<file path="config.mk">
export PLATFORM = sky130hd
export DESIGN_NAME = bandpass_envelope_follower_core
export DESIGN_NICKNAME = d
export VERILOG_FILES = /design/src/rtl/core/bef_pkg.sv /design/src/rtl/core/bandpass_envelope_follower_core.sv
export SDC_FILE = /design/constraint.sdc
export NUM_CORES = 2
export LEC_CHECK = 0
export BUFFER_PORTS_ARGS = -buffer_cell sky130_fd_sc_hd__buf_4
export CAP_MARGIN = 20
export CORE_MARGIN = 2
export CORE_UTILIZATION = 60
export DETAILED_ROUTE_END_ITERATION = 7
export GPL_TIMING_DRIVEN = 0
export MAX_ROUTING_LAYER = met4
export PLACE_DENSITY_LB_ADDON = 0.12
export SYNTH_ARGS = -nofsm -noshare
export SYNTH_HDL_FRONTEND = slang
export SYNTH_SLANG_ARGS = --single-unit
export TNS_END_PERCENT = 10
</file>
<file path="constraint.sdc">
create_clock -name clk_i -period 15.9 [get_ports clk_i]
set_input_delay 3.18 -clock clk_i [delete_from_list [all_inputs] [get_ports clk_i]]
set_output_delay 3.18 -clock clk_i [all_outputs]
set_load 0.01 [all_outputs]
</file>
<file path="src/rtl/core/bef_pkg.sv">
// bef_pkg: shared types, register indexes and microcode rom for the bandpass
// envelope follower core
// no dependencies
package bef_pkg;

  // default widths of the audio sample and of the filter coefficients
  localparam int SAMPLE_WIDTH_DEF = 24;
  localparam int COEF_WIDTH_DEF   = 32;

  // configuration port
  localparam int CFG_IDX_W = 3;

  // rate register reset values, Q0.16 (about 0.05 and 0.03)
  localparam logic [15:0] ATTACK_RST  = 16'd3277;
  localparam logic [15:0] RELEASE_RST = 16'd1966;

  // result beat layout
  localparam int OUT_TDATA_W = 64;

  // microcode step counter
  localparam int STEP_W = 4;

  typedef logic [STEP_W-1:0] step_t;

  // configuration register indexes
  typedef enum logic [CFG_IDX_W-1:0] {
    REG_FEED_ZERO = 3'd0,
    REG_FEED_TWO  = 3'd1,
    REG_BACK_ONE  = 3'd2,
    REG_BACK_TWO  = 3'd3,
    REG_ATTACK    = 3'd4,
    REG_RELEASE   = 3'd5
  } cfg_idx_e;

  // datapath operation of one step
  typedef enum logic [1:0] {
    OP_NOP,
    OP_MAC,
    OP_SAT,
    OP_ENV
  } op_e;

  // multiplier data operand
  typedef enum logic [1:0] {
    SRC_IN,
    SRC_X,
    SRC_X2,
    SRC_YNEG
  } src_e;

  // multiplier coefficient operand
  typedef enum logic [1:0] {
    COEF_FF0,
    COEF_FF2,
    COEF_FB1,
    COEF_FB2
  } coef_e;

  // handshake a step waits on before it may proceed
  typedef enum logic [1:0] {
    WAIT_NONE,
    WAIT_IN,
    WAIT_OUT
  } wait_e;

  // one control word
  typedef struct packed {
    op_e   op;
    src_e  src;    // for the feedback taps: SRC_YNEG picks y[-1] or y[-2] by coef
    coef_e coef;
    logic  hi;     // upper coefficient half, weighted by 2^16
    logic  clr;    // start a new sum
    wait_e wt;
    step_t nxt;
  } uword_t;

  // program: eight multiply-accumulate steps over coefficient halves,
  // then saturate, then envelope update and result write
  function automatic uword_t ucode_rom(input step_t s);
    uword_t w;
    unique case (s)
      4'd0:    w = '{OP_MAC, SRC_IN,   COEF_FF0, 1'b0, 1'b1, WAIT_IN,   4'd1};
      4'd1:    w = '{OP_MAC, SRC_X,    COEF_FF0, 1'b1, 1'b0, WAIT_NONE, 4'd2};
      4'd2:    w = '{OP_MAC, SRC_X2,   COEF_FF2, 1'b0, 1'b0, WAIT_NONE, 4'd3};
      4'd3:    w = '{OP_MAC, SRC_X2,   COEF_FF2, 1'b1, 1'b0, WAIT_NONE, 4'd4};
      4'd4:    w = '{OP_MAC, SRC_YNEG, COEF_FB1, 1'b0, 1'b0, WAIT_NONE, 4'd5};
      4'd5:    w = '{OP_MAC, SRC_YNEG, COEF_FB1, 1'b1, 1'b0, WAIT_NONE, 4'd6};
      4'd6:    w = '{OP_MAC, SRC_YNEG, COEF_FB2, 1'b0, 1'b0, WAIT_NONE, 4'd7};
      4'd7:    w = '{OP_MAC, SRC_YNEG, COEF_FB2, 1'b1, 1'b0, WAIT_NONE, 4'd8};
      4'd8:    w = '{OP_SAT, SRC_X,    COEF_FF0, 1'b0, 1'b0, WAIT_NONE, 4'd9};
      4'd9:    w = '{OP_ENV, SRC_X,    COEF_FF0, 1'b0, 1'b0, WAIT_OUT,  4'd0};
      default: w = '{OP_NOP, SRC_X,    COEF_FF0, 1'b0, 1'b0, WAIT_NONE, 4'd0};
    endcase
    return w;
  endfunction

endpackage

</file>
<file path="src/rtl/core/bandpass_envelope_follower_core.sv">
// bandpass_envelope_follower_core: biquad bandpass plus envelope tracker,
// run by a microcoded sequencer over one shared multiplier
// depends on bef_pkg
//
// Each input beat is one signed audio sample (Q1.(SAMPLE_WIDTH-1)); each result
// beat carries the bandpass output (Q8.24, saturated to 32 bits) and the updated
// envelope level (Q8.24), with tuser flagging that the filter sum was clipped.
// Each sample runs through the microcode one step at a time: the accepting
// step and seven more multiply-accumulate steps, one per coefficient half through
// the single shared multiplier, then one saturation step and one envelope step.
// The envelope step writes the result into the output register, and the next
// sample is accepted only after that step, so the core takes no new sample while
// one is still in flight; if the previous result is still not taken, the
// envelope step waits for it. Coefficients and rates must be written through the
// cfg port only while no sample is in flight; the core itself does not enforce this.
module bandpass_envelope_follower_core #(
  parameter int SAMPLE_WIDTH = bef_pkg::SAMPLE_WIDTH_DEF,
  parameter int COEF_WIDTH   = bef_pkg::COEF_WIDTH_DEF
) (
  input  logic                                   clk_i,
  input  logic                                   rst_ni,
  // configuration writes
  input  logic                                   cfg_we_i,
  input  logic [bef_pkg::CFG_IDX_W-1:0]          cfg_idx_i,
  input  logic [COEF_WIDTH-1:0]                  cfg_data_i,
  // sample input
  input  logic                                   s_axis_tvalid,
  output logic                                   s_axis_tready,
  input  logic [((SAMPLE_WIDTH+7)/8)*8-1:0]      s_axis_tdata,  // sample_in
  // result output
  output logic                                   m_axis_tvalid,
  input  logic                                   m_axis_tready,
  output logic [bef_pkg::OUT_TDATA_W-1:0]        m_axis_tdata,  // filtered, envelope, zero pad
  output logic                                   m_axis_tuser   // saturated
);

  localparam int COEF_FRAC = COEF_WIDTH - 4;
  localparam int HI_W      = COEF_WIDTH - 16;
  localparam int MUL_B     = (HI_W > 17) ? HI_W : 17;
  localparam int V_W       = 33;
  localparam int PROD_W    = V_W + MUL_B;
  localparam int ACC_W     = COEF_WIDTH + 35;
  localparam int TOP_W     = ACC_W - 31;

  // configuration registers
  logic signed [COEF_WIDTH-1:0] ff0_q, ff2_q, fb1_q, fb2_q;
  logic [15:0]                  attack_q, release_q;

  // filter and envelope state
  logic signed [SAMPLE_WIDTH-1:0] x_q, xd1_q, xd2_q;
  logic signed [31:0]             y_q, yd1_q, yd2_q;
  logic                           sat_q;
  logic [30:0]                    lvl_q, lvl_d;
  logic signed [ACC_W-1:0]        acc_q, acc_d;

  // sequencer
  bef_pkg::step_t  step_q, step_d;
  bef_pkg::uword_t uw;
  logic            stall, go;

  // output register
  logic        out_valid_q;
  logic [31:0] out_filt_q;
  logic [30:0] out_env_q;
  logic        out_sat_q;

  // register writes, unknown indexes ignored
  always_ff @(posedge clk_i or negedge rst_ni) begin
    if (!rst_ni) begin
      ff0_q     <= '0;
      ff2_q     <= '0;
      fb1_q     <= '0;
      fb2_q     <= '0;
      attack_q  <= bef_pkg::ATTACK_RST;
      release_q <= bef_pkg::RELEASE_RST;
    end else if (cfg_we_i) begin
      unique case (bef_pkg::cfg_idx_e'(cfg_idx_i))
        bef_pkg::REG_FEED_ZERO: ff0_q     <= cfg_data_i;
        bef_pkg::REG_FEED_TWO:  ff2_q     <= cfg_data_i;
        bef_pkg::REG_BACK_ONE:  fb1_q     <= cfg_data_i;
        bef_pkg::REG_BACK_TWO:  fb2_q     <= cfg_data_i;
        bef_pkg::REG_ATTACK:    attack_q  <= cfg_data_i[15:0];
        bef_pkg::REG_RELEASE:   release_q <= cfg_data_i[15:0];
        default: ;
      endcase
    end
  end

  // control word fetch
  always_comb begin
    uw = bef_pkg::ucode_rom(step_q);
  end

  // next step: hold while the step's handshake is not met
  always_comb begin
    stall  = ((uw.wt == bef_pkg::WAIT_IN) && !s_axis_tvalid) ||
             ((uw.wt == bef_pkg::WAIT_OUT) && out_valid_q && !m_axis_tready);
    go     = !stall;
    step_d = go ? uw.nxt : step_q;
  end

  // handshake outputs
  always_comb begin
    s_axis_tready = (uw.wt == bef_pkg::WAIT_IN);
    m_axis_tvalid = out_valid_q;
    m_axis_tdata  = {1'b0, out_env_q, out_filt_q};
    m_axis_tuser  = out_sat_q;
  end

  always_ff @(posedge clk_i or negedge rst_ni) begin
    if (!rst_ni) begin
      step_q <= '0;
    end else begin
      step_q <= step_d;
    end
  end

  // sample alignment to Q8.24
  logic signed [V_W-1:0] x_in_al, x_al, x2_al;

  generate
    if (SAMPLE_WIDTH <= 25) begin : g_align_up
      assign x_in_al = V_W'(signed'(s_axis_tdata[SAMPLE_WIDTH-1:0])) <<< (25 - SAMPLE_WIDTH);
      assign x_al    = V_W'(x_q) <<< (25 - SAMPLE_WIDTH);
      assign x2_al   = V_W'(xd2_q) <<< (25 - SAMPLE_WIDTH);
    end else begin : g_align_dn
      assign x_in_al = V_W'(signed'(s_axis_tdata[SAMPLE_WIDTH-1:0]) >>> (SAMPLE_WIDTH - 25));
      assign x_al    = V_W'(x_q >>> (SAMPLE_WIDTH - 25));
      assign x2_al   = V_W'(xd2_q >>> (SAMPLE_WIDTH - 25));
    end
  endgenerate

  // multiplier operands
  logic signed [V_W-1:0]        mul_a;
  logic signed [COEF_WIDTH-1:0] coef_sel;
  logic signed [MUL_B-1:0]      mul_b;
  logic signed [PROD_W-1:0]     prod;
  logic signed [ACC_W-1:0]      prod_ext;

  always_comb begin
    unique case (uw.coef)
      bef_pkg::COEF_FF0: coef_sel = ff0_q;
      bef_pkg::COEF_FF2: coef_sel = ff2_q;
      bef_pkg::COEF_FB1: coef_sel = fb1_q;
      bef_pkg::COEF_FB2: coef_sel = fb2_q;
      default:           coef_sel = ff0_q;
    endcase
  end

  always_comb begin
    unique case (uw.src)
      bef_pkg::SRC_IN:   mul_a = x_in_al;
      bef_pkg::SRC_X:    mul_a = x_al;
      bef_pkg::SRC_X2:   mul_a = x2_al;
      bef_pkg::SRC_YNEG: mul_a = (uw.coef == bef_pkg::COEF_FB1) ? -V_W'(yd1_q) : -V_W'(yd2_q);
      default:           mul_a = x_in_al;
    endcase
    // coefficient split: unsigned low half, signed high half
    if (uw.hi) begin
      mul_b = MUL_B'(signed'(coef_sel[COEF_WIDTH-1:16]));
    end else begin
      mul_b = signed'(MUL_B'({1'b0, coef_sel[15:0]}));
    end
    prod     = mul_a * mul_b;
    prod_ext = uw.hi ? (ACC_W'(prod) <<< 16) : ACC_W'(prod);
  end

  // saturation of the floored sum
  logic signed [ACC_W-1:0] acc_sh;
  logic [TOP_W-1:0]        acc_top;
  logic                    ovf;
  logic signed [31:0]      y_sat;

  always_comb begin
    acc_sh  = acc_q >>> COEF_FRAC;
    acc_top = acc_sh[ACC_W-1:31];
    ovf     = !((&acc_top) || !(|acc_top));
    if (ovf) begin
      y_sat = acc_sh[ACC_W-1] ? 32'sh8000_0000 : 32'sh7FFF_FFFF;
    end else begin
      y_sat = acc_sh[31:0];
    end
  end

  // envelope update
  logic [31:0]        y_neg;
  logic [30:0]        mag;
  logic [15:0]        rate;
  logic signed [31:0] diff;
  logic signed [16:0] rate_s;
  logic signed [48:0] eprod;
  logic signed [48:0] estep;

  always_comb begin
    y_neg  = 32'(-y_q);
    if (!y_q[31]) begin
      mag = y_q[30:0];
    end else begin
      mag = y_neg[31] ? '1 : y_neg[30:0];
    end
    rate   = (mag > lvl_q) ? attack_q : release_q;
    diff   = signed'({1'b0, mag}) - signed'({1'b0, lvl_q});
    rate_s = signed'({1'b0, rate});
    eprod  = diff * rate_s;
    estep  = eprod >>> 16;
    lvl_d  = lvl_q + estep[30:0];
  end

  // accumulator
  always_comb begin
    acc_d = uw.clr ? prod_ext : (acc_q + prod_ext);
  end

  always_ff @(posedge clk_i) begin
    if (go && (uw.op == bef_pkg::OP_MAC)) begin
      acc_q <= acc_d;
    end
    if (go && (uw.wt == bef_pkg::WAIT_IN)) begin
      x_q <= s_axis_tdata[SAMPLE_WIDTH-1:0];
    end
  end

  // filter and envelope state
  always_ff @(posedge clk_i or negedge rst_ni) begin
    if (!rst_ni) begin
      xd1_q <= '0;
      xd2_q <= '0;
      y_q   <= '0;
      yd1_q <= '0;
      yd2_q <= '0;
      sat_q <= 1'b0;
      lvl_q <= '0;
    end else if (go) begin
      if (uw.op == bef_pkg::OP_SAT) begin
        xd2_q <= xd1_q;
        xd1_q <= x_q;
        yd2_q <= yd1_q;
        yd1_q <= y_sat;
        y_q   <= y_sat;
        sat_q <= ovf;
      end
      if (uw.op == bef_pkg::OP_ENV) begin
        lvl_q <= lvl_d;
      end
    end
  end

  // result register
  always_ff @(posedge clk_i or negedge rst_ni) begin
    if (!rst_ni) begin
      out_valid_q <= 1'b0;
    end else if (go && (uw.op == bef_pkg::OP_ENV)) begin
      out_valid_q <= 1'b1;
    end else if (m_axis_tready) begin
      out_valid_q <= 1'b0;
    end
  end

  always_ff @(posedge clk_i) begin
    if (go && (uw.op == bef_pkg::OP_ENV)) begin
      out_filt_q <= y_q;
      out_env_q  <= lvl_d;
      out_sat_q  <= sat_q;
    end
  end

endmodule

</file>
==> impl_metrics.json <==
{
  "status": "finished clean",
  "antenna_found_initial": 5,
  "dr.pass1.iters": 6,
  "endpoint_kind": "flop",
  "grt_max_degree": 125,
  "final_nets": 8481,
  "seq_area_frac_synth_pct": 19.5,
  "maxCapViolations": 0,
  "cts_buffers": 50,
  "pre_cts_ws_ns": -2.02,
  "synth_cell_types": 86,
  "drive_gt1_share_pct": 9.67,
  "critical_path.top_delay_family": "compound AO/OA/AOI/OAI gates",
  "synth-main-ff-cell": "dfrtp_1",
  "hold_buffers": 0,
  "max_stage_delay_ns": 0.86,
  "avgSynthCellArea_sq_um": 9.31,
  "crit_top_cell": "fa_1",
  "synth_seq_cells": 464,
  "endpoint": "acc_q[63]$_DFFE_PP_",
  "syn2layout_area_growth_pct": 8.40,
  "dieWidth_microns": 330,
  "die_y_microns": 330,
  "final_cell_mix": "inv_1, fa_1, nand2_1, nor2_1, ha_1",
  "crit_slowest_cell": "o21ai_1",
  "synth_xor_area_share_pct": 3.92,
  "synth_edf_count": 155,
  "slew_viol_final": 0,
  "ant_nets": 0,
  "clock-sinks": 464,
  "cp-startpoint": "step_q[1]$_DFFE_PN0P_",
  "portBuffers": 127,
  "synth_top_family_by_area": "adder cells",
  "drt_iter0_drc": 4637,
  "min_period_over_period_pct": 96.8,
  "synthSimpleGateAreaFrac_pct": 13.0,
  "grt_pass1_wl_microns": 322000,
  "root_buffer": "clkbuf_16",
  "seq_area_sq_um": 12400,
  "layout_commonest_cell": "inv_1",
  "r2r_cells": 40,
  "hpwl_microns": 177000,
  "grtUsageTotal_pct": 41.4,
  "synth_nets": 8269,
  "wirelength_microns": 213000,
  "worst_r2r_startpoint": "step_q[1]$_DFFE_PN0P_",
  "critPathLaunchType": "flop",
  "fin_util_pct": 65.5,
  "fp.coreArea_sq_um": 105000,
  "drt-wirelength-per-cell_microns": 25.1,
  "slew_headroom_pct": 12.9,
  "hold_viol_final": 0,
  "synthMuxAreaShare_pct": 6.16,
  "synth.cell_area_sq_um": 63600,
  "fmax_ghz": 0.0650,
  "required_ns": 16.31,
  "drc": 0,
  "io_pins": 131,
  "fill_cells": 8873,
  "worst-path-buf-inv": 7,
  "finalWeightedCongestion": 1.06,
  "synth_warnings": 0,
  "finClkSkew_ns": 0.0691,
  "min_delay_path_depth": 0,
  "grt_remaining_overflow": 0,
  "tightest_slew_ns": 1.30,
  "die_area_sq_um": 109000,
  "setup.worst_path.class": "reg2reg",
  "grt_pass1_vias": 52400,
  "path_clk_slew_ns": 0.06,
  "vias": 50800,
  "r2r_end": "acc_q[63]$_DFFE_PP_",
  "async_flop_share_pct": 66.6,
  "h-tree-depth": 2,
  "cts_tree": "built",
  "cp_max_fo": 10,
  "initial_core_util_pct": 60.4,
  "syn_inst": 6829,
  "hold_path.class": "reg2reg",
  "cp.depth": 40,
  "crit_arrival_ns": 15.80,
  "cts.path.max_buffers": 3,
  "regToRegSetupSlack_ns": 0.51,
  "insertion_delay_ns": 0.67,
  "viasPerCell": 6.00,
  "multi_input_area_sq_um": 46000,
  "synthAdderAreaFrac_pct": 39.1,
  "setup_viol": 0,
  "setup_ws_ns": 0.510,
  "num_rows": 119,
  "period_needed_ns": 15.39,
  "synth_compound_area_share_pct": 9.65
}
## final cells by class
type / count / share of cell area [%]
well taps: 1391 / 2.52
clock inverters: 29 / 0.532
multi-input cells: 4902 / 66.7
plain buffers: 313 / 1.89
inverters: 1148 / 6.25
diodes: 3 / 0.0109
flip-flops and latches: 464 / 18.0
repair buffers: 162 / 2.03
clock buffers: 65 / 2.09
## cells in the mapped netlist (49+ instances only)
| cell type | n | share of area [%] |
|---|---|---|
| a21o_1 | 129 | 1.5 |
| dfrtp_1 | 294 | 12 |
| nand2_1 | 839 | 5.0 |
| nor2_1 | 646 | 3.8 |
| o21ai_0 | 226 | 1.8 |
| edfxtp_1 | 155 | 7.3 |
| clkbuf_1 | 280 | 1.7 |
| fa_1 | 1015 | 32 |
| ha_1 | 361 | 7.1 |
| xnor2_1 | 175 | 2.4 |
| o21a_1 | 49 | 0.58 |
| nor2b_1 | 55 | 0.54 |
| a21oi_1 | 268 | 2.1 |
| mux2_2 | 293 | 5.2 |
| inv_1 | 1145 | 6.8 |
| nand2b_1 | 79 | 0.78 |
| mux2i_1 | 55 | 0.87 |
| xor2_1 | 110 | 1.5 |
## metal layers
metal	global-route usage (%)	vias to the layer above	wire, microns
li1	-	22100	-
met1	49.9	25700	79700
met2	65.4	2343	101000
met3	6.35	641	15700
met4	26.3	0	16800
met5	-	-	0
## timing repair
action | 4_1_cts | 5_1_grt
pin swaps | 0 | 4
resized for setup | 51 | 67
buffers inserted | 2 | 2
endpoints found under the setup margin | 42 | 23
## worst min path at each step
stage                          startpoint                  endpoint  slack [ns]
global route        yd1_q[30]$_DFFE_PN0P_  out_filt_q[30]$_DFFE_PP_        0.45
CTS                 yd1_q[30]$_DFFE_PN0P_  out_filt_q[30]$_DFFE_PP_        0.42
floorplan           yd1_q[24]$_DFFE_PN0P_  out_filt_q[24]$_DFFE_PP_        0.42
global placement    yd1_q[24]$_DFFE_PN0P_  out_filt_q[24]$_DFFE_PP_        0.42
detailed placement  yd1_q[30]$_DFFE_PN0P_  out_filt_q[30]$_DFFE_PP_        0.43
finish              yd1_q[30]$_DFFE_PN0P_  out_filt_q[30]$_DFFE_PP_        0.44
## sequential cells by signal (all words and copies together) (netlist names)
name           count
m_axis_tvalid      1
ff0_q             32
acc_q             67
fb2_q             32
x_q               24
lvl_q             31
ff2_q             32
yd1_q             32
xd1_q             24
release_q         16
xd2_q             24
out_filt_q        32
attack_q          16
fb1_q             32
m_axis_tuser       1
yd2_q             32
sat_q              1
out_env_q         31
step_q             4
## cell families after synthesis
group                      count (synthesis)
and+or+nand+nor                         1917
xor gates and xnor gates                 285
buffers and inverters                   1463
muxes                                    351
other                                      1
DFF                                      464
AOI/OAI and AO/OA                        972
adders and majority gates               1376
## metrics by stage
step / instances / TNS [ns] / hold slack (ns) / instance area (sq um)
2_1_floorplan: 6829 / 0 / 0.420 / 63600
3_3_place_gp: 8347 / -79.20 / 0.424 / 66300
3_5_place_dp: 8371 / -46.72 / 0.435 / 66700
4_1_cts: 8467 / 0 / 0.421 / 68700
5_1_grt: 8476 / -0.101 / 0.449 / 68900
6_report: 8477 / 0 / 0.437 / 68900
Power is left out: the tool's default activity adds up to more than one toggle a clock period on the data nets, which glitch-free logic cannot reach.
